--- config.mk ---
export PLATFORM = sky130hd
export DESIGN_NAME = midrange_pic_instruction_execute_unit
export DESIGN_NICKNAME = d
export VERILOG_FILES = /design/src/hw/rtl/mpie_pkg.sv /design/src/hw/rtl/mpie_stack.sv /design/src/hw/rtl/mpie_exec.sv /design/src/hw/rtl/midrange_pic_instruction_execute_unit.sv
export VERILOG_INCLUDE_DIRS = /design/src /design/src/hw/rtl
export SDC_FILE = /design/constraint.sdc
export NUM_CORES = 1
export LEC_CHECK = 0
export ABC_CLOCK_PERIOD_IN_PS = 7700
export BUFFER_PORTS_ARGS = -buffer_cell sky130_fd_sc_hd__buf_2
export CAP_MARGIN = 20
export CELL_PAD_IN_SITES_DETAIL_PLACEMENT = 1
export CELL_PAD_IN_SITES_GLOBAL_PLACEMENT = 1
export CORE_AREA = 2 2 158 160
export DETAILED_ROUTE_END_ITERATION = 7
export DIE_AREA = 0 0 160 162
export PLACE_DENSITY_LB_ADDON = 0.2
export SYNTH_ARGS = -nofsm -noshare
export SYNTH_HDL_FRONTEND = slang
export SYNTH_SLANG_ARGS = --single-unit
--- constraint.sdc ---
create_clock -name clk -period 7.7 [get_ports clk]
set_clock_uncertainty 0.1 [all_clocks]
set_input_delay 0 -clock clk [delete_from_list [all_inputs] [get_ports clk]]
set_output_delay 0 -clock clk [all_outputs]
set_load 0.03 [all_outputs]
--- src/hw/rtl/midrange_pic_instruction_execute_unit_assert.svh ---
// Assertion macros shared by the execute unit RTL.
// Each macro checks a property on the rising edge of clk, held off while rst is high.
`ifndef MIDRANGE_PIC_INSTRUCTION_EXECUTE_UNIT_ASSERT_SVH
`define MIDRANGE_PIC_INSTRUCTION_EXECUTE_UNIT_ASSERT_SVH

// Immediate implication: the consequent must hold in the same cycle.
`define MPIE_ASSERT_SAME(label, ante, cons, msg) \
  label: assert property (@(posedge clk) disable iff (rst) (ante) |-> (cons)) else $error(msg);

// Next-cycle implication: the consequent must hold in the next cycle.
`define MPIE_ASSERT_NEXT(label, ante, cons, msg) \
  label: assert property (@(posedge clk) disable iff (rst) (ante) |=> (cons)) else $error(msg);

`endif

--- src/hw/rtl/mpie_pkg.sv ---
// ----------------------------------------------------------------------------
// mpie_pkg
// Types, opcodes and constants of the mid-range instruction execute unit.
// ----------------------------------------------------------------------------
`default_nettype none

package mpie_pkg;

  localparam int STACK_DEPTH_DEF = 8;
  localparam int PC_WIDTH_DEF    = 13;
  localparam int PC_MAX_W        = 13;

  // Flag bit positions
  localparam int FL_C  = 0;
  localparam int FL_DC = 1;
  localparam int FL_Z  = 2;
  localparam int FL_PD = 3;
  localparam int FL_TO = 4;

  localparam logic [4:0] FLAGS_RESET = 5'b11000;

  // Instruction classes, bits 13:12
  localparam logic [1:0] CLS_BYTE = 2'd0;
  localparam logic [1:0] CLS_BIT  = 2'd1;
  localparam logic [1:0] CLS_JUMP = 2'd2;
  localparam logic [1:0] CLS_LIT  = 2'd3;

  // Miscellaneous codes, bits 6:0 with bits 13:7 clear
  localparam logic [6:0] MISC_RETURN = 7'h08;
  localparam logic [6:0] MISC_RETFIE = 7'h09;
  localparam logic [6:0] MISC_OPTION = 7'h62;
  localparam logic [6:0] MISC_SLEEP  = 7'h63;
  localparam logic [6:0] MISC_CLRWDT = 7'h64;

  // Byte-oriented opcodes, bits 11:8
  localparam logic [3:0] OP_MOVWF  = 4'h0;
  localparam logic [3:0] OP_CLR    = 4'h1;
  localparam logic [3:0] OP_SUBWF  = 4'h2;
  localparam logic [3:0] OP_DECF   = 4'h3;
  localparam logic [3:0] OP_IORWF  = 4'h4;
  localparam logic [3:0] OP_ANDWF  = 4'h5;
  localparam logic [3:0] OP_XORWF  = 4'h6;
  localparam logic [3:0] OP_ADDWF  = 4'h7;
  localparam logic [3:0] OP_MOVF   = 4'h8;
  localparam logic [3:0] OP_COMF   = 4'h9;
  localparam logic [3:0] OP_INCF   = 4'hA;
  localparam logic [3:0] OP_DECFSZ = 4'hB;
  localparam logic [3:0] OP_RRF    = 4'hC;
  localparam logic [3:0] OP_RLF    = 4'hD;
  localparam logic [3:0] OP_SWAPF  = 4'hE;
  localparam logic [3:0] OP_INCFSZ = 4'hF;

  // Bit-oriented opcodes, bits 11:10
  localparam logic [1:0] BOP_BCF   = 2'd0;
  localparam logic [1:0] BOP_BSF   = 2'd1;
  localparam logic [1:0] BOP_BTFSC = 2'd2;
  localparam logic [1:0] BOP_BTFSS = 2'd3;

  // Literal opcodes, bits 11:8
  localparam logic [3:0] LOP_MOVLW0 = 4'h0;
  localparam logic [3:0] LOP_MOVLW1 = 4'h1;
  localparam logic [3:0] LOP_MOVLW2 = 4'h2;
  localparam logic [3:0] LOP_MOVLW3 = 4'h3;
  localparam logic [3:0] LOP_RETLW0 = 4'h4;
  localparam logic [3:0] LOP_RETLW1 = 4'h5;
  localparam logic [3:0] LOP_RETLW2 = 4'h6;
  localparam logic [3:0] LOP_RETLW3 = 4'h7;
  localparam logic [3:0] LOP_IORLW  = 4'h8;
  localparam logic [3:0] LOP_ANDLW  = 4'h9;
  localparam logic [3:0] LOP_XORLW  = 4'hA;
  localparam logic [3:0] LOP_UNUSED = 4'hB;
  localparam logic [3:0] LOP_SUBLW0 = 4'hC;
  localparam logic [3:0] LOP_SUBLW1 = 4'hD;
  localparam logic [3:0] LOP_ADDLW0 = 4'hE;
  localparam logic [3:0] LOP_ADDLW1 = 4'hF;

  typedef struct packed {
    logic                file_write;
    logic [7:0]          write_data;
    logic [7:0]          w_value;
    logic [4:0]          flags;
    logic [PC_MAX_W-1:0] next_pc;
    logic                sleep_request;
    logic                option_write;
    logic                irq_return;
  } exec_res_t;

  typedef struct packed {
    logic push;
    logic pop;
  } stack_ctrl_t;

endpackage

`default_nettype wire

--- src/hw/rtl/mpie_stack.sv ---
// ----------------------------------------------------------------------------
// mpie_stack
// Circular return stack with wrap-around pointer; overflow overwrites oldest.
// ----------------------------------------------------------------------------
`default_nettype none

module mpie_stack #(
  parameter int STACK_DEPTH = mpie_pkg::STACK_DEPTH_DEF,
  parameter int PC_WIDTH    = mpie_pkg::PC_WIDTH_DEF
) (
  input  wire logic                 clk,
  input  wire logic                 rst,
  input  wire mpie_pkg::stack_ctrl_t ctrl,
  input  wire logic [PC_WIDTH-1:0]  push_addr,
  output logic      [PC_WIDTH-1:0]  pop_addr
);
  import mpie_pkg::*;

  localparam int SP_W = $clog2(STACK_DEPTH);
  localparam logic [SP_W-1:0] SP_LAST = SP_W'(STACK_DEPTH - 1);

  logic [PC_WIDTH-1:0] entry [STACK_DEPTH];
  logic [SP_W-1:0]     sp;
  logic [SP_W-1:0]     sp_inc;
  logic [SP_W-1:0]     sp_dec;

  assign sp_inc   = (sp == SP_LAST) ? '0 : sp + 1'b1;
  assign sp_dec   = (sp == '0) ? SP_LAST : sp - 1'b1;
  assign pop_addr = entry[sp_dec];

  always_ff @(posedge clk) begin
    if (rst) begin
      sp <= '0;
    end else if (ctrl.push) begin
      sp <= sp_inc;
    end else if (ctrl.pop) begin
      sp <= sp_dec;
    end
  end

  // Entries carry no reset: a return from an unwritten slot is undefined
  always_ff @(posedge clk) begin
    if (ctrl.push) begin
      entry[sp] <= push_addr;
    end
  end

endmodule

`default_nettype wire

--- src/hw/rtl/mpie_exec.sv ---
// ----------------------------------------------------------------------------
// mpie_exec
// Decode and single-pass execute of one 14-bit instruction.
// ----------------------------------------------------------------------------
`default_nettype none

module mpie_exec #(
  parameter int PC_WIDTH = mpie_pkg::PC_WIDTH_DEF
) (
  input  wire logic [13:0]          instr,
  input  wire logic [7:0]           fv,
  input  wire logic [1:0]           page,
  input  wire logic [7:0]           w_cur,
  input  wire logic [4:0]           flags_cur,
  input  wire logic [PC_WIDTH-1:0]  pc_cur,
  input  wire logic [PC_WIDTH-1:0]  pop_addr,
  output mpie_pkg::exec_res_t       res,
  output mpie_pkg::stack_ctrl_t     sctl,
  output logic      [PC_WIDTH-1:0]  ret_addr
);
  import mpie_pkg::*;

  logic [3:0]          op;
  logic                d;
  logic [7:0]          k;
  logic [7:0]          bmask;
  logic [7:0]          alu_a;
  logic [8:0]          sum;
  logic [4:0]          sum_lo;
  logic [8:0]          diff;
  logic [7:0]          fv_dec;
  logic [7:0]          fv_inc;
  logic [PC_WIDTH-1:0] pc1;
  logic [PC_WIDTH-1:0] pc2;
  logic [PC_WIDTH-1:0] tgt;
  logic [PC_WIDTH-1:0] npc;
  logic [7:0]          r;
  logic                dest;
  logic                skip;
  logic [7:0]          w;
  logic [4:0]          fl;
  logic                fw;
  logic [7:0]          wd;

  assign op     = instr[11:8];
  assign d      = instr[7];
  assign k      = instr[7:0];
  assign bmask  = 8'(1) << instr[9:7];
  assign alu_a  = (instr[13:12] == CLS_LIT) ? k : fv;
  assign sum    = {1'b0, alu_a} + {1'b0, w_cur};
  assign sum_lo = {1'b0, alu_a[3:0]} + {1'b0, w_cur[3:0]};
  assign diff   = {1'b0, alu_a} - {1'b0, w_cur};
  assign fv_dec = fv - 8'd1;
  assign fv_inc = fv + 8'd1;
  assign pc1    = pc_cur + 1'b1;
  assign pc2    = pc1 + 1'b1;
  assign tgt    = PC_WIDTH'({page, instr[10:0]});
  assign ret_addr = pc1;

  always_comb begin
    w         = w_cur;
    fl        = flags_cur;
    fw        = 1'b0;
    wd        = 8'd0;
    r         = 8'd0;
    dest      = 1'b0;
    skip      = 1'b0;
    npc       = pc1;
    sctl      = '0;
    res       = '0;
    unique case (instr[13:12])
      CLS_BYTE: begin
        if (instr[13:7] == 7'd0) begin
          unique case (instr[6:0])
            MISC_RETURN: begin
              sctl.pop = 1'b1;
              npc      = pop_addr;
            end
            MISC_RETFIE: begin
              sctl.pop       = 1'b1;
              npc            = pop_addr;
              res.irq_return = 1'b1;
            end
            MISC_OPTION: res.option_write = 1'b1;
            MISC_SLEEP: begin
              fl[FL_PD]         = 1'b0;
              fl[FL_TO]         = 1'b1;
              res.sleep_request = 1'b1;
            end
            MISC_CLRWDT: begin
              fl[FL_PD] = 1'b1;
              fl[FL_TO] = 1'b1;
            end
            default: ;
          endcase
        end else begin
          dest = 1'b1;
          unique case (op)
            OP_MOVWF: begin
              fw   = 1'b1;
              wd   = w_cur;
              dest = 1'b0;
            end
            OP_CLR: begin
              fl[FL_Z] = 1'b1;
              dest     = 1'b0;
              if (d) begin
                fw = 1'b1;
              end else begin
                w = 8'd0;
              end
            end
            OP_SUBWF: begin
              r         = diff[7:0];
              fl[FL_Z]  = (r == 8'd0);
              fl[FL_C]  = !diff[8];
              fl[FL_DC] = (fv[3:0] >= w_cur[3:0]);
            end
            OP_DECF: begin
              r        = fv_dec;
              fl[FL_Z] = (r == 8'd0);
            end
            OP_IORWF: begin
              r        = fv | w_cur;
              fl[FL_Z] = (r == 8'd0);
            end
            OP_ANDWF: begin
              r        = fv & w_cur;
              fl[FL_Z] = (r == 8'd0);
            end
            OP_XORWF: begin
              r        = fv ^ w_cur;
              fl[FL_Z] = (r == 8'd0);
            end
            OP_ADDWF: begin
              r         = sum[7:0];
              fl[FL_Z]  = (r == 8'd0);
              fl[FL_C]  = sum[8];
              fl[FL_DC] = sum_lo[4];
            end
            OP_MOVF: begin
              r        = fv;
              fl[FL_Z] = (r == 8'd0);
            end
            OP_COMF: begin
              r        = ~fv;
              fl[FL_Z] = (r == 8'd0);
            end
            OP_INCF: begin
              r        = fv_inc;
              fl[FL_Z] = (r == 8'd0);
            end
            OP_DECFSZ: begin
              r    = fv_dec;
              skip = (r == 8'd0);
            end
            OP_RRF: begin
              r        = {flags_cur[FL_C], fv[7:1]};
              fl[FL_C] = fv[0];
            end
            OP_RLF: begin
              r        = {fv[6:0], flags_cur[FL_C]};
              fl[FL_C] = fv[7];
            end
            OP_SWAPF: r = {fv[3:0], fv[7:4]};
            OP_INCFSZ: begin
              r    = fv_inc;
              skip = (r == 8'd0);
            end
          endcase
          if (dest) begin
            if (d) begin
              fw = 1'b1;
              wd = r;
            end else begin
              w = r;
            end
          end
        end
      end
      CLS_BIT: begin
        unique case (instr[11:10])
          BOP_BCF: begin
            fw = 1'b1;
            wd = fv & ~bmask;
          end
          BOP_BSF: begin
            fw = 1'b1;
            wd = fv | bmask;
          end
          BOP_BTFSC: skip = ((fv & bmask) == 8'd0);
          BOP_BTFSS: skip = ((fv & bmask) != 8'd0);
        endcase
      end
      CLS_JUMP: begin
        // bit 11 clear is CALL: save the return address
        sctl.push = !instr[11];
        npc       = tgt;
      end
      CLS_LIT: begin
        unique case (op)
          LOP_MOVLW0, LOP_MOVLW1, LOP_MOVLW2, LOP_MOVLW3: w = k;
          LOP_RETLW0, LOP_RETLW1, LOP_RETLW2, LOP_RETLW3: begin
            w        = k;
            sctl.pop = 1'b1;
            npc      = pop_addr;
          end
          LOP_IORLW: begin
            w        = w_cur | k;
            fl[FL_Z] = (w == 8'd0);
          end
          LOP_ANDLW: begin
            w        = w_cur & k;
            fl[FL_Z] = (w == 8'd0);
          end
          LOP_XORLW: begin
            w        = w_cur ^ k;
            fl[FL_Z] = (w == 8'd0);
          end
          LOP_UNUSED: ;
          LOP_SUBLW0, LOP_SUBLW1: begin
            w         = diff[7:0];
            fl[FL_Z]  = (w == 8'd0);
            fl[FL_C]  = !diff[8];
            fl[FL_DC] = (k[3:0] >= w_cur[3:0]);
          end
          LOP_ADDLW0, LOP_ADDLW1: begin
            w         = sum[7:0];
            fl[FL_Z]  = (w == 8'd0);
            fl[FL_C]  = sum[8];
            fl[FL_DC] = sum_lo[4];
          end
        endcase
      end
    endcase
    if (skip) begin
      npc = pc2;
    end
    res.file_write = fw;
    res.write_data = wd;
    res.w_value    = w;
    res.flags      = fl;
    res.next_pc    = PC_MAX_W'(npc);
  end

endmodule

`default_nettype wire

--- src/hw/rtl/midrange_pic_instruction_execute_unit.sv ---
// Execute stage of a 14-bit mid-range microcontroller core. Each transfer on the input channel
// carries one instruction word, the file register byte it addresses and the PCLATH page bits;
// one result transfer follows with the write-back, W, flags, next PC and strobes. An item
// is held in the input register, is executed there against W, the flags, the PC and the
// return stack in a single combinational pass, and lands in the result register when it
// retires. A new instruction is taken every cycle while the result side keeps up. A stall
// on the result side holds the result register and then the input register.
`default_nettype none

module midrange_pic_instruction_execute_unit #(
  parameter int STACK_DEPTH = mpie_pkg::STACK_DEPTH_DEF,
  parameter int PC_WIDTH    = mpie_pkg::PC_WIDTH_DEF
) (
  input  wire logic        clk,
  input  wire logic        rst,
  input  wire logic        in_valid,
  output logic             in_stall,
  input  wire logic [13:0] instr_word,
  input  wire logic [7:0]  file_value,
  input  wire logic [1:0]  page_bits,
  output logic             out_valid,
  input  wire logic        out_stall,
  output logic             file_write,
  output logic [6:0]       file_addr,
  output logic [7:0]       write_data,
  output logic [7:0]       w_value,
  output logic [4:0]       flags,
  output logic [12:0]      next_pc,
  output logic             sleep_request,
  output logic             option_write,
  output logic             irq_return
);
  import mpie_pkg::*;
  `include "midrange_pic_instruction_execute_unit_assert.svh"

  logic                hold_valid;
  logic [13:0]         hold_instr;
  logic [7:0]          hold_file;
  logic [1:0]          hold_page;
  logic                advance;
  logic                accept;

  logic [7:0]          work_reg;
  logic [4:0]          status_flags;
  logic [PC_WIDTH-1:0] prog_counter;

  exec_res_t           res;
  stack_ctrl_t         sctl;
  stack_ctrl_t         sctl_gated;
  logic [PC_WIDTH-1:0] ret_addr;
  logic [PC_WIDTH-1:0] pop_addr;

  assign advance  = hold_valid && (!out_valid || !out_stall);
  assign in_stall = hold_valid && !advance;
  assign accept   = in_valid && !in_stall;

  assign sctl_gated.push = sctl.push && advance;
  assign sctl_gated.pop  = sctl.pop && advance;

  mpie_exec #(
    .PC_WIDTH(PC_WIDTH)
  ) u_exec (
    .instr    (hold_instr),
    .fv       (hold_file),
    .page     (hold_page),
    .w_cur    (work_reg),
    .flags_cur(status_flags),
    .pc_cur   (prog_counter),
    .pop_addr (pop_addr),
    .res      (res),
    .sctl     (sctl),
    .ret_addr (ret_addr)
  );

  mpie_stack #(
    .STACK_DEPTH(STACK_DEPTH),
    .PC_WIDTH   (PC_WIDTH)
  ) u_stack (
    .clk      (clk),
    .rst      (rst),
    .ctrl     (sctl_gated),
    .push_addr(ret_addr),
    .pop_addr (pop_addr)
  );

  // Input register
  always_ff @(posedge clk) begin
    if (rst) begin
      hold_valid <= 1'b0;
    end else if (accept) begin
      hold_valid <= 1'b1;
    end else if (advance) begin
      hold_valid <= 1'b0;
    end
  end

  always_ff @(posedge clk) begin
    if (accept) begin
      hold_instr <= instr_word;
      hold_file  <= file_value;
      hold_page  <= page_bits;
    end
  end

  // Architectural state: advance only when the instruction retires
  always_ff @(posedge clk) begin
    if (rst) begin
      work_reg     <= 8'd0;
      status_flags <= FLAGS_RESET;
      prog_counter <= '0;
    end else if (advance) begin
      work_reg     <= res.w_value;
      status_flags <= res.flags;
      prog_counter <= res.next_pc[PC_WIDTH-1:0];
    end
  end

  // Result register
  always_ff @(posedge clk) begin
    if (rst) begin
      out_valid <= 1'b0;
    end else if (advance) begin
      out_valid <= 1'b1;
    end else if (!out_stall) begin
      out_valid <= 1'b0;
    end
  end

  always_ff @(posedge clk) begin
    if (advance) begin
      file_write    <= res.file_write;
      file_addr     <= hold_instr[6:0];
      write_data    <= res.write_data;
      w_value       <= res.w_value;
      flags         <= res.flags;
      next_pc       <= res.next_pc;
      sleep_request <= res.sleep_request;
      option_write  <= res.option_write;
      irq_return    <= res.irq_return;
    end
  end

  `MPIE_ASSERT_SAME(a_no_push_pop, hold_valid, !(sctl.push && sctl.pop), "stack push and pop together")
  `MPIE_ASSERT_NEXT(a_retire_shows, advance, out_valid, "retired instruction gave no result")
  `MPIE_ASSERT_SAME(a_sleep_pd, out_valid && sleep_request, !flags[FL_PD], "SLEEP left PD set")
  `MPIE_ASSERT_SAME(a_nowrite_zero, out_valid && !file_write, write_data == 8'd0, "write data without write")
  `MPIE_ASSERT_NEXT(a_pc_follows, advance, prog_counter == next_pc[PC_WIDTH-1:0], "PC and result differ")

endmodule

`default_nettype wire

==> flow_summary.toml, run 1 <==
[logic_synthesis]
syn_inst = 1241
ys_async_sr_fraction_pct = 0
syn_avg_cell_area_um2 = 10.2
synth_area_um2 = 12700
synth_seq_cells = 204
synth_ff_type = "edfxtp_1"
syn_nets = 1344
yosys_warnings = 0
yosysUniqueCellTypes = 84
synth-edff-count = 173
ys_seq_area_share_pct = 45.8

[clock_tree]
root_buffer = "clkbuf_16"
cts.path.max_buffers = 3
cts_buffers = 22
hold_buffers = 29
htree_levels = 1
cts-resized-gates = 0
clk_latency_ns = 0.52
postCtsSetupRepairBufs = 0
path_clk_slew_ns = 0.08
clock-sinks = 204
cts_tree = "built"

[sta]
timing.fmax_mhz = 219
worst_slew_margin_rel_pct = 30.4
setup_viol = 0
slew_viol_final = 0
rsz0062_at_grt = "no"
final.setup.tns_ns = 0
hold_slack_ns = 0.0954
period_share_pct = 59.4
worst_pin_slew_ns = 1.04
hold_violations = 0
layout_min_cycle_time_ns = 4.57

[setup_path]
end_kind = "register"
crit_required_ns = 7.97
worstSetupPathType = "reg2reg"
cp_max_fo = 20
cp.arrival_ns = 4.84
startpoint_type = "register"

[route]
viasPerCell = 6.85
route.detailed.drc = 0
dr.pass1.iters = 6
wl_mm = 48.6
vias = 11318
drt_iter0_markers = 1516
wl_per_cell_um = 29.4
postRouteAntennaNets = 0

[flow_run]
cap_violations = 0

[pwr]
power.density_nw_per_um2 = 203
vdd_drop_max_uv = 182
power.leakage_nw = 5.19

[global_routing]
overflow = 0
grt_usage_pct = 37.3
grt_start_max_net_pins = 63
grt_pass1_vias = 11762
grt_pass1_wl_mm = 73.0
grt_antenna_before_repair = 1

[placement]
place.gp.congestion = 1.01
port_buffers = 74
hpwl_mm = 32.5
placed_area_um2 = 13300

[floorplanning]
dieArea_um2 = 25900
die_y_um = 162
die_w_um = 160
fp.coreArea_um2 = 24100
rows = 57
io_pins = 75
initial_utilization_pct = 52.7

[layout]
top_register = "u_stack.entry"
final_common_cell = "edfxtp_1"
fin_util_pct = 59.6
final_cell_mix = "edfxtp_1 (173), nand2_1 (104), nor2_1 (96), o21ai_0 (81), buf_2 (74)"
nets = 1414
num-fill-cells = 2630
largest_register_ffs = 104
top_regs = "u_stack.entry (104), hold_instr (14)"
area_growth_pct = 13.1
layout-drive-gt1-share_pct = 14.2
fin_area_um2 = 14400

[run_status]
outcome = "finished clean"

[worst_hold_path]
holdCritPathClass = "in2reg"
[critical path, stage by stage (launching register included)]
cell and delay [ns]:
edfxtp_1 0.86, inv_1 0.32, o21ai_0 0.42, ha_1 0.43, o21bai_1 0.13, a21oi_1 0.66, xnor2_1 0.21, nand3_1 0.10
or4_1 0.46, nor4_1 0.29, o311ai_0 0.22, a31oi_1 0.23
[routing by layer]
metal	GRT usage [%]	part of all wire, %	wire length (um)	vias up
li1	-	-	-	4872
met1	50.2	40	19400	5536
met2	56.5	43	20900	761
met3	11.6	13	6230	149
met4	15.6	4.3	2100	0
met5	0	0	0	-
[where the power goes]
part / leakage (nW) / internal, mW / switching (mW) / total [mW]
combinational: 2.97 / 0.168 / 0.356 / 0.524
clock: 0.357 / 0.647 / 0.457 / 1.10
sequential: 1.86 / 1.24 / 0.0481 / 1.29
total: 5.19 / 2.05 / 0.861 / 2.91
[stage by stage]
stage          setup slack, ns  total power [mW]  instances
2_1_floorplan             3.63              1.62       1241
3_3_place_gp              3.58              1.78       1580
3_5_place_dp              3.31              1.79       1580
4_1_cts                   3.28              2.88       1649
5_1_grt                   2.81              2.98       1651
6_report                  3.13              2.91       1652
[synth_stat cells, drive strengths merged, types with 5 or more instances]
cell type / count / area, um2
buf: 37 / 203
o211ai: 8 / 65.1
xor2: 6 / 52.6
nor2: 96 / 360
xnor2: 28 / 245
a211oi: 9 / 67.6
dfxtp: 31 / 621
a221oi: 9 / 78.8
a22oi: 12 / 90.1
inv: 63 / 236
ha: 73 / 913
nor4: 21 / 159
o21a: 10 / 75.1
mux2i: 24 / 240
or3: 5 / 31.3
and4: 6 / 52.6
a32oi: 8 / 70.1
o31ai: 8 / 60.1
nand2: 104 / 390
a222oi: 15 / 150
clkbuf: 47 / 179
a2111oi: 5 / 50.0
nand3: 33 / 165
mux2: 14 / 158
nor4b: 6 / 52.6
or4: 11 / 86.3
nor2b: 14 / 87.6
a31oi: 10 / 62.6
o21ai: 82 / 410
mux4: 18 / 405
edfxtp: 173 / 5190
o22ai: 22 / 138
and2: 9 / 56.3
a221o: 8 / 80.1
o311ai: 5 / 43.8
o221ai: 7 / 61.3
and3: 10 / 62.6
nand4: 12 / 75.1
a21oi: 70 / 350
nand2b: 13 / 81.3
nor3: 33 / 170
[final timing paths]
path	endpoint	slack, ns	cells past startpoint	startpoint
setup / recovery	flags[2]$_DFFE_PP_	3.13	11	hold_file[2]$_DFFE_PP_
hold / removal	hold_file[2]$_DFFE_PP_	0.1	2	file_value[2]
setup reg to reg	flags[2]$_DFFE_PP_	3.13	11	hold_file[2]$_DFFE_PP_
hold reg to reg	prog_counter[11]$_SDFFE_PP0P_	0.44	2	prog_counter[11]$_SDFFE_PP0P_
[kinds of logic (layout without fill, tap and decap cells)]
kind of cell	after synthesis	in the layout	share of synthesized area, %
XOR/XNOR	34	34	2.34
multiplexers	56	56	6.32
other	0	1	0
flip-flops	204	204	45.8
AO/OA/AOI/OAI	336	336	17.9
adder cells (fa/ha/maj)	75	75	7.50
buffers and inverters	151	237	4.98
AND/OR/NAND/NOR	385	385	15.1
[cell type report]
type	instances	area, um2	share of cell area, %
Clock inverter	16	166	1.16
Inverter	67	251	1.75
Sequential cell	204	5820	40.5
Multi-Input combinational cell	886	6290	43.8
Timing Repair Buffer	130	863	6.01
Antenna cell	1	2.50	0.0174
Tap cell	324	405	2.82
Clock buffer	24	579	4.03
No activity file was read; power rests on OpenSTA's default activity.
==> run 2, diff against run 1 <==
Settings changed: ABC_CLOCK_PERIOD_IN_PS 7700 to 4450, CORE_AREA 2 2 158 160 to 2 2 165 167, DIE_AREA 0 0 160 162 to 0 0 167 169.
Clock period 7.7 ns to 4.45 ns, I/O delays scaled along.
==> flow_summary.toml, run 2 (synthesized netlist as in run 1, its figures left out) <==
[sta]
hold_violations = 0
layout_min_cycle_time_ns = 4.19
slew_viol_final = 0
final.setup.tns_ns = 0
worst_slew_margin_rel_pct = 36.5
worst_pin_slew_ns = 0.952
period_share_pct = 94.2
setup_viol = 0
hold_slack_ns = 0.0903
rsz0062_at_grt = "no"
timing.fmax_mhz = 239

[setup_path]
path_cells = "ha_1, o21ai_0, inv_1, fa_1, nand2b_1, a211oi_1, nor4_1, or3_1, nand4b_1, nor2_1, o311ai_0, a31oi_1"
worstSetupPathType = "reg2reg"
cp.arrival_ns = 4.31
crit_required_ns = 4.57
startpoint_type = "register"
cp_max_fo = 7
cpMaxStageDelayCell = "fa_1"
slowest_delay_ns = 0.51
end_kind = "register"

[placement]
place.gp.congestion = 0.989
dp.cells = 1632
port_buffers = 74
hpwl_mm = 34.6

[layout]
num-fill-cells = 2917
register_area_um2 = 5820
top_regs = "u_stack.entry (104), hold_instr (14)"
top_register = "u_stack.entry"
nets = 1448
area_growth_pct = 15.2
finalNonFillerCells = 1702
final_common_cell = "edfxtp_1"
largest_register_ffs = 104
multi_input_area_um2 = 6290
diodes = 0
final_cell_mix = "edfxtp_1 (173), nand2_1 (104), nor2_1 (96), o21ai_0 (81), buf_2 (74)"
layout-drive-gt1-share_pct = 15.9

[route]
postRouteAntennaNets = 0
wl_per_cell_um = 28.7
drt_iter0_markers = 1618
route.detailed.drc = 0
dr.pass1.iters = 6
viasPerCell = 6.73
wl_mm = 48.9
vias = 11448

[global_routing]
grt_start_max_net_pins = 55
overflow = 0
grt_pass1_vias = 11564
grt_pass1_wl_mm = 73.7
grt_antenna_before_repair = 2
grt_usage_pct = 34.3

[clock_tree]
cts_tree = "built"
postCtsSetupRepairBufs = 0
path_clk_slew_ns = 0.07
clock-sinks = 204
cts.path.max_buffers = 3
htree_levels = 1
cts_buffers = 23
clk_latency_ns = 0.51
root_buffer = "clkbuf_16"

[floorplanning]
rows = 60
initial_utilization_pct = 47.9
fp.coreArea_um2 = 26500
die_y_um = 169
dieArea_um2 = 28200
die_w_um = 167
io_pins = 75

[pwr]
vdd_drop_max_uv = 363
power.leakage_nw = 5.35
power.density_nw_per_um2 = 342

[worst_hold_path]
holdCritPathClass = "in2reg"

[run_status]
outcome = "finished clean"

[flow_run]
cap_violations = 0
-- run 2: final timing paths --
path                                     start                            to  slack, ns  cells after the start
setup / recovery      hold_instr[12]$_DFFE_PP_            flags[2]$_DFFE_PP_       0.26                     12
hold / removal                   file_value[0]        hold_file[0]$_DFFE_PP_       0.09                      2
hold reg to reg   status_flags[4]$_SDFFE_PP1P_  status_flags[4]$_SDFFE_PP1P_       0.38                      2
setup reg to reg      hold_instr[12]$_DFFE_PP_            flags[2]$_DFFE_PP_       0.26                     12
-- run 2: final cells by class --
class,instances,area share (%)
Clock buffer,32,4.23
Inverter,67,1.72
Timing Repair Buffer,163,7.81
Sequential cell,204,39.7
Clock inverter,9,0.641
Tap cell,341,2.91
Multi-Input combinational cell,886,43.0
-- run 2: metal layers --
metal,GRT usage (%),wire (um),vias to the layer above
met2,52.1,21100,707
met5,0,10,-
li1,-,-,4928
met1,48.7,20400,5679
met3,7.04,5360,132
met4,12.5,1970,2
-- run 2: repair_timing --
| action | in CTS | in global routing |
|---|---|---|
| endpoints found under the hold margin | 37 | 0 |
| resized for setup | 0 | 0 |
| hold buffers | 29 | 0 |
-- run 2: worst max-delay path: cells and delay by family (launching register included) --
family	cells	cell delay [ns]
flops	1	0.47
compound gates	4	1.43
buf+inv	1	0.17
simple gates	5	0.87
fa+ha+maj	2	0.86
-- run 2: power by group --
part           internal, mW  leakage [nW]  switching [mW]
Sequential             2.14          1.86          0.0568
Combinational         0.315          3.14           0.651
Clock                  1.09         0.347           0.760
-- run 2: through the flow --
stage | power, mW | worst slack (ns) | area, um2 | utilization (%)
after floorplan | 2.80 | 0.377 | 12700 | -
after global placement | 3.11 | 0.541 | 13600 | 51.4
after detailed placement | 3.14 | 0.403 | 13600 | 51.5
after CTS | 4.99 | 0.373 | 14600 | 55.2
after global routing | 5.15 | 0.0279 | 14600 | 55.2
final | 5.01 | 0.258 | 14600 | 55.2
==> run 3, diff against run 2 <==
Settings changed: REMOVE_ABC_BUFFERS from default to 1, SYNTH_HIERARCHICAL from default to 1.
==> flow_summary.toml, run 3 <==
[run_status]
outcome = "finished clean"

[floorplanning]
initial_utilization_pct = 48.4
fp.coreArea_um2 = 26500
die_y_um = 169
rows = 60
dieArea_um2 = 28200
io_pins = 75
die_w_um = 167

[logic_synthesis]
ys_seq_area_share_pct = 45.4
synth_top_area_share_pct = 40.5
syn_avg_cell_area_um2 = 10.4
yosysUniqueCellTypes = 84
synth_ff_type = "edfxtp_1"
synth_area_leader_cell = "edfxtp_1"
ys_async_sr_fraction_pct = 0
yosysMostFrequentCell = "edfxtp_1"
synth-edff-count = 173
synth_area_leaders = "edfxtp_1 (41%), ha_1 (7.0%), mux2i_1 (7.0%), dfxtp_1 (4.8%), nand2b_1 (2.8%)"
synth_seq_cells = 204
syn_inst = 1233
yosys_warnings = 6
synthTopCellsByCount = "edfxtp_1 (173), mux2i_1 (89), nand2_1 (83)"
synth_area_um2 = 12800

[clock_tree]
cts_tree = "built"
clk_latency_ns = 0.53
cts.path.max_buffers = 3
postCtsSetupRepairBufs = 0
htree_levels = 1
path_clk_slew_ns = 0.07
cts_buffers = 23
clock-sinks = 204
root_buffer = "clkbuf_16"

[placement]
place.gp.congestion = 0.984
hpwl_mm = 33.5
dp_slack_ns = 0.402
port_buffers = 74

[global_routing]
grt_pass1_wl_mm = 69.8
grt_start_max_net_pins = 58
grt_antenna_before_repair = 0
grt_pass1_vias = 11295
grt_usage_pct = 32.4
overflow = 0

[setup_path]
slowest_delay_ns = 0.49
r2r-start = "hold_instr[12]$_DFFE_PP_"
end_kind = "register"
cpMaxStageDelayCell = "a32oi_1"
critPathMostFrequentCell = "o21ai_0"
rr_endpoint = "write_data[7]$_DFFE_PP_"
crit_start = "hold_instr[12]$_DFFE_PP_"
path_cells = "ha_2, o21ai_0, ha_1, buf_4, nor3b_1, o31ai_1, a31oi_1, o21ai_0, a32oi_1, o21ai_0, a21boi_0, o22ai_1"
cp.arrival_ns = 4.25
crit_required_ns = 4.69
startpoint_type = "register"
cp_max_fo = 14
rrSetupSlack_ns = 0.44
worstSetupPathType = "reg2reg"
crit_path_end = "write_data[7]$_DFFE_PP_"
reg2reg_depth = 12

[sta]
worst_slack_ns = 0.437
hold_slack_ns = 0.0426
period_share_pct = 90.2
slew_viol_final = 0
worst_pin_slew_ns = 0.894
rsz0062_at_grt = "no"
setup_viol = 0
timing.fmax_mhz = 249
worst_slew_margin_rel_pct = 40.4
layout_min_cycle_time_ns = 4.01
hold_violations = 0

[route]
route.detailed.drc = 0
vias = 10979
wl_mm = 46.7
viasPerCell = 6.42
drt_iter0_markers = 1029
wl_per_cell_um = 27.3
postRouteAntennaNets = 0
dr.pass1.iters = 5

[layout]
fin_util_pct = 55.8
area_growth_pct = 15.4
top_regs = "u_stack/entry (104), hold_instr (14)"
top_register = "u_stack/entry"
largest_register_ffs = 104
nets = 1453
final_common_cell = "edfxtp_1"
final_cell_mix = "edfxtp_1 (173), mux2i_1 (89), nand2_1 (83), nor2_1 (77)"
layout-drive-gt1-share_pct = 16.3
diodes = 0

[pwr]
swShare_pct = 28.4
p_total_mw = 4.90
power.leakage_nw = 5.47
power_frac_seq_pct = 44.1
comb_power_share_pct = 16.6
p_int_mw = 3.51
p_clk_share_pct = 39.4
p_sw_mw = 1.39
power.density_nw_per_um2 = 331
vdd_drop_max_uv = 354

[worst_hold_path]
holdCritPathClass = "in2reg"

[flow_run]
cap_violations = 0
==> run 3: cell families (layout without fill, tap and decap cells) <==
kind of cell	after synthesis	after routing	synth area share, %
DFF	204	204	45.4
adders and majority gates	74	74	7.34
xor gates and xnor gates	30	30	2.11
and+or+nand+nor	381	381	15.1
AOI/OAI and AO/OA	309	309	17.5
buffers and inverters	142	277	5.10
muxes	93	93	7.39
==> run 3: through the flow <==
step,TNS [ns],area (um2),std cells
floorplan,-20.58,12400,1151
global placement,0,13800,1640
detailed placement,0,13800,1640
CTS,0,14800,1709
global route,0,14800,1709
finish,0,14800,1709
==> run 3: worst min path at each step <==
| stage | cells after the start | slack (ns) | to | startpoint |
|---|---|---|---|---|
| 2_1_floorplan | 1 | -0.03 | hold_valid$_SDFFE_PP0P_ | rst |
| 6_report | 2 | 0.04 | u_stack/sp[2]$_SDFFE_PP0P_ | rst |
| 3_5_place_dp | 1 | 0.08 | hold_instr[1]$_DFFE_PP_ | instr_word[1] |
| 5_1_grt | 2 | 0.1 | hold_file[5]$_DFFE_PP_ | file_value[5] |
| 3_3_place_gp | 1 | 0.08 | hold_instr[5]$_DFFE_PP_ | instr_word[5] |
| 4_1_cts | 2 | 0.03 | u_stack/sp[2]$_SDFFE_PP0P_ | rst |
==> run 3: final cells by class <==
type / instances / area [um2]
repair buffers: 175 / 1200
clock inverters: 15 / 146
clock buffers: 27 / 611
flip-flops and latches: 204 / 5820
well taps: 341 / 427
fillers: 2913 / 11700
multi-input cells: 887 / 6370
inverters: 60 / 225
==> run 3: power by group through the flow <==
stage / clock network [mW] / logic (mW) / registers (mW)
after global routing: 2.02 / 0.858 / 2.16
after floorplan: 0 / 0.407 / 2.26
after global placement: 0 / 0.761 / 2.20
final: 1.93 / 0.812 / 2.16
after CTS: 1.96 / 0.793 / 2.16
after detailed placement: 0 / 0.768 / 2.20
==> run 3: critical path: cells and delay by family (launching register included) <==
family                     cells  cell delay (ns)
AOI/OAI and AO/OA              8             1.98
adders and majority gates      2             0.66
and+or+nand+nor                1             0.48
DFF                            1             0.43
buffers and inverters          1             0.18
==> run 3: routing by layer <==
metal  track usage (%)  up-vias  wire [um]
met1              39.2     5520      18100
li1                  -     4885          -
met2              58.3      453      23700
met3              3.44      121       2690
met5                 0        -          0
met4              14.4        0       2160
==> run 3: repair_timing <==
item	CTS	global route
hold buffers	27	0
endpoints found under the hold margin	30	0
gates resized for setup	0	1
endpoints found under the setup margin	0	1
